File: src/hdl/rtcdu_ram.sv
`timescale 1ns / 1ps
// ----------------------------------------------------------------------------
// rtcdu_ram
// Simple dual-port RAM: one write port, one read port with registered data.
// ----------------------------------------------------------------------------
module rtcdu_ram #(
    parameter int WIDTH = 8,
    parameter int DEPTH = 256
) (
    input  logic                     clk,
    input  logic                     we,
    input  logic [$clog2(DEPTH)-1:0] waddr,
    input  logic [WIDTH-1:0]         wdata,
    input  logic [$clog2(DEPTH)-1:0] raddr,
    output logic [WIDTH-1:0]         rdata
);

    logic [WIDTH-1:0] mem [DEPTH];

    // write port
    always_ff @(posedge clk)
    begin
        if (we)
        begin
            mem[waddr] <= wdata;
        end
    end

    // registered read port
    always_ff @(posedge clk)
    begin
        rdata <= mem[raddr];
    end

endmodule

File: config.mk
export PLATFORM = sky130hd
export DESIGN_NAME = rtcdu_ram
export DESIGN_NICKNAME = d
export VERILOG_FILES = /design/src/hdl/rtcdu_ram.sv
export SDC_FILE = /design/constraint.sdc
export NUM_CORES = 2
export LEC_CHECK = 0
export BUFFER_PORTS_ARGS = -buffer_cell sky130_fd_sc_hd__clkbuf_2
export CAP_MARGIN = 40
export CORE_MARGIN = 3
export CORE_UTILIZATION = 25
export DETAILED_ROUTE_END_ITERATION = 6
export SYNTH_ARGS = -nofsm -noshare
export SYNTH_HDL_FRONTEND = slang
export SYNTH_SLANG_ARGS = --single-unit
File: constraint.sdc
create_clock -name clk -period 3.7 [get_ports clk]
set_input_delay 0.37 -clock clk [delete_from_list [all_inputs] [get_ports clk]]
set_output_delay 0.37 -clock clk [all_outputs]
set_load 0.01 [all_outputs]
Word-level counts from Yosys, hierarchy flattened
Memory sizes are Yosys's and may differ from the RTL's. A register that Yosys moved wholly into a read port is not among the register bits. Index checks and enable logic that the tools add are counted.

Flip-flop bits (word level): 0. Bits in latches: 0. Bits in writable memories: 2048. Memory bits (read-only): 0. Input port bits: 26. Output and inout bits: 8. Word-level logic and storage cells: 3. Memories: 1.

Memory list: mem (depth 256, width 8, rd ports 1, clocked after memory_dff 1, write ports 1, line 18) `logic [WIDTH-1:0] mem [DEPTH];`.

Add/subtract/negate cells: 0. $mul: 0. Div/mod/pow operators: 0. $lt $le $gt $ge: 0. Equal/unequal tests: 0. Shift operators: 0. Muxes and demuxes: 2. Bitwise gates (word level): 0. Reductions and logical operators: 0.

Operator list (count): two-way mux 1 bit (2).

Depth between registers and ports, before layout
Word-level depth: 2. Mapped depth: 11. Gate-level depth less buffers: 6.

Worst setup path after synthesis
OpenSTA, ideal clock, no wires.

Path kind: input -> register. Start: input port raddr[0]. End: register rdata[2], read port of mem. Setup time: 0.131 ns. Data arrival time: 2.177 ns. Required time: 3.569 ns. Slack: 1.392 ns. Stages on the path: 9. Buffers on the path: 4. Path through: buf_6 buf_12 buf_8 buf_2 mux4_2 a22oi_1 a21oi_1 nor4_1 nor4_2.

RTL lines: start, declared (line 14) `input logic [$clog2(DEPTH)-1:0] raddr,`; end, declared (line 15) `output logic [WIDTH-1:0] rdata`.

==> summary.md <==
| Metric | Value |
|---|---|
| Synth cell types | `55` |
| Worst Hold Class | `input pin to register` |
| FFs w/ async S/R, synth | `0%` |
| Syn Std Cell Area | `0.07956 sq mm` |
| Die Height | `570.1 um` |
| CP endpoint kind | `register` |
| Post-synthesis cell count | `3733` |
| Vias | `39930` |
| Cell depth of the worst flop-to-flop path | `6` |
| DRT Pass-1 Iters | `5` |
| Final Hold Viols | `0` |
| WL per Instance | `24.17 um` |
| PwrDens | `517.0 mW/mm^2` |
| NumNets Final | `4189` |
| Post-route ant nets | `0` |
| Max VDD drop | `0.5274 mV` |
| Largest net degree at the start of global routing | `116` |
| Setup slack after layout | `0.7552 ns` |
| Area grow syn2layout | `18.13%` |
| Port Buffer Count | `33` |
| Post-route clock skew | `0.03879 ns` |
| Worst Hold Path Cells | `1` |
| FF+latch count, synth | `2056` |
| Pre-CTS WS | `0.03580 ns` |
| GPL Wtd Cong | `0.8371` |
| Register area share after synthesis | `77.50%` |
| Max Fanout on Critical Path | `1` |
| WS Path Type | `register to register` |
| GRT Total Usage | `12.43%` |
| Core Area | `0.3157 sq mm` |
| Synth warn | `0` |
| Top-Level Pins | `34` |
| Slowest CP cell | `a221oi_1` |
| DRC | `0` |
| Cell count along the critical path | `6` |
| Bufs on Longest Clock Path | `3` |
| Die X | `570.1 um` |
| Starting DRT DRC Count | `4475` |
| Leading register cell type out of synthesis | `edfxtp_1` |
| Top cell family by delay on the critical path | `compound AO/OA/AOI/OAI gates` |
| MaxCap Viol Count | `0` |
| First-pass GRT wire length | `298100 um` |
| Outcome | `finished clean` |
| GR Overflow Total | `0` |
| Vias in the first global route | `40720` |
| Num Clock Sinks | `2056` |
| DR vias/cell | `4.692` |
| Pleak | `29.02 nW` |
| Final period utilization | `79.59%` |
| Crit path buffers/inverters | `0` |
| Fin cells | `8510` |
| Clk slew on worst S/H paths | `0.06 ns` |
| Total wire length | `205700 um` |
| Post-synth net total | `3759` |
| Inst Count DP | `8112` |
| Die area | `0.3250 sq mm` |
| Setup violators final | `0` |
| Max-slew violation count | `0` |
| Root Buffer | `clkbuf_16` |
| Post-DP HPWL | `130500 um` |
| CTS buffer count | `206` |
| Crit path cell chain | `mux4_2 > a22o_1 > a221oi_1 > o32ai_1 > nor3_1 > nor4_1` |
| Unrepaired setup endpoints after global routing | `false` |
| Top cells by area, synth | `edfxtp_1, mux4_2, mux2i_1` |
| Top-area cell type share of the netlist area | `77.30%` |
| WP data arrival | `3.63 ns` |
| Number of synthesized flops with an enable pin | `2048` |
| Layout cells sized above 1 | `27.97%` |
| CTS H-tree depth | `4` |
| Area leader, netlist | `edfxtp_1` |
| CTS tree | `yes` |
| # rows | `206` |
| Max_slew headroom | `30.40%` |
| Worst slew pin tran | `1.044 ns` |
| Avg Cell Area, Syn | `21.31 sq um` |
| Initial antenna violation count | `19` |
| Starting Density | `25.20%` |
| Worst path required time | `4.39 ns` |
| Critical Path Source Type | `register` |
| Largest stage delay, worst path | `0.62 ns` |
| Skew-Pair Late Insertion Delay | `0.86 ns` |
| Fin crit period | `2.945 ns` |
| Fmax | `339.6 MHz` |
[per-stage QoR]
step | hold WS, ns | util, % | TNS, ns | instance area, sq um | total power [mW]
CTS | 0.04515 | 29.76 | 0 | 93960 | 49.01
floorplan | 0.4689 | - | 0 | 79560 | 27.44
detailed placement | 0.8774 | 27.64 | 0 | 87280 | 28.70
finish | 0.04282 | 29.77 | 0 | 93980 | 48.59
global placement | 0.8685 | 27.61 | -0.4804 | 87180 | 28.66
global route | 0.05114 | 29.76 | 0 | 93970 | 50.07
[path summary, 6_finish.rpt]
| path | endpoint | slack, ns | start |
|---|---|---|---|
| max | rdata[3]$_DFF_P_ | 0.76 | mem[83][3]$_DFFE_PP_ |
| min | mem[120][1]$_DFFE_PP_ | 0.04 | wdata[1] |
| max reg2reg | rdata[3]$_DFF_P_ | 0.76 | mem[83][3]$_DFFE_PP_ |
| min reg2reg | rdata[3]$_DFF_P_ | 1.17 | mem[41][3]$_DFFE_PP_ |
[cells in the mapped netlist, types with 2 or more instances]
| library cell | instances |
|---|---|
| nand3_1 | 34 |
| or2_2 | 4 |
| dfxtp_1 | 8 |
| and2_1 | 6 |
| buf_6 | 21 |
| a311oi_1 | 2 |
| mux4_1 | 2 |
| a22o_1 | 8 |
| nand4_1 | 10 |
| buf_1 | 22 |
| o21ai_1 | 2 |
| nor2_1 | 282 |
| a31oi_1 | 2 |
| nor4_1 | 24 |
| a2111oi_1 | 2 |
| nand2b_1 | 8 |
| nor3_1 | 22 |
| o21ai_0 | 10 |
| buf_12 | 8 |
| buf_4 | 27 |
| nand3b_1 | 2 |
| nand2_1 | 33 |
| o22ai_1 | 28 |
| o221ai_1 | 46 |
| a2111oi_0 | 2 |
| o211ai_1 | 10 |
| buf_2 | 31 |
| and3b_1 | 2 |
| mux2i_1 | 134 |
| clkbuf_1 | 111 |
| buf_8 | 13 |
| o22a_1 | 5 |
| edfxtp_1 | 2048 |
| a21oi_1 | 96 |
| a22oi_1 | 133 |
| mux4_2 | 454 |
| a211oi_1 | 16 |
| nor4_2 | 3 |
| o32ai_1 | 4 |
| nor2b_1 | 31 |
| a221oi_1 | 13 |
[cell usage in the layout, fill, tap and decap left out, types with 10 or more instances in the layout]
cell,count
edfxtp_1,2048
mux4_2,454
buf_4,380
nor2_1,279
clkbuf_16,208
mux2i_1,134
a22oi_1,133
a21oi_1,96
clkinv_1,53
o221ai_1,46
clkbuf_1,45
clkinv_2,41
buf_12,38
nand3_1,34
nand2_1,33
o22ai_1,28
nor2b_1,28
nor4_1,24
nor3_1,22
clkbuf_2,21
a211oi_1,16
bufinv_16,16
a221oi_1,13
diode_2,10
nand4_1,10
o211ai_1,10
o21ai_0,10
buf_8,10
[state kept, by name, indices dropped and copies added, names as in the netlist]
name / count
mem: 2048
rdata: 8
[timing repair]
item | CTS | global route
gates resized for setup | 0 | 0
hold endpoints to repair | 66 | 0
hold buffers | 3 | 0
buffers inserted | 0 | 0
[worst reg2reg max path, stage by stage (launching register included)]
cell,delay (ns)
edfxtp_1,0.37
mux4_2,0.47
a22o_1,0.27
a221oi_1,0.62
o32ai_1,0.30
nor3_1,0.62
nor4_1,0.14
[area by class of cell]
class	instances	area [sq um]
flip-flops and latches	2056	61660
clock buffers	256	5415
inverters	2	7.507
diodes	10	25.02
repair buffers	455	3945
fillers	30350	221800
clock inverters	129	1234
well taps	4160	5205
multi-input cells	1442	16490
[kinds of logic (layout without fill, tap and decap cells)]
logic type             Yosys count  in the layout  share of synthesized area, %
AO/OA/AOI/OAI                  385            385                         3.419
AND/OR/NAND/NOR                466            466                         2.628
flip-flops                    2056           2056                         77.50
other                            0             10                             0
buffers and inverters          235            842                         1.831
multiplexers                   591            591                         14.62
[power by group]
part | switching [mW] | internal (mW)
logic | 1.56 | 0.889
clock network | 8.85 | 11.6
registers | 0.0541 | 25.7
[metal layers]
layer  vias to the layer above  part of all wire [%]  global-route usage [%]
met2                      1486                    49                   20.46
met1                     21530                    41                   16.50
met5                         -                0.0063                       0
li1                      16580                     -                       -
met3                       325                   6.6                   2.355
met4                         2                   3.1                   4.057
Note: power is estimated with default switching activity, not from simulation.
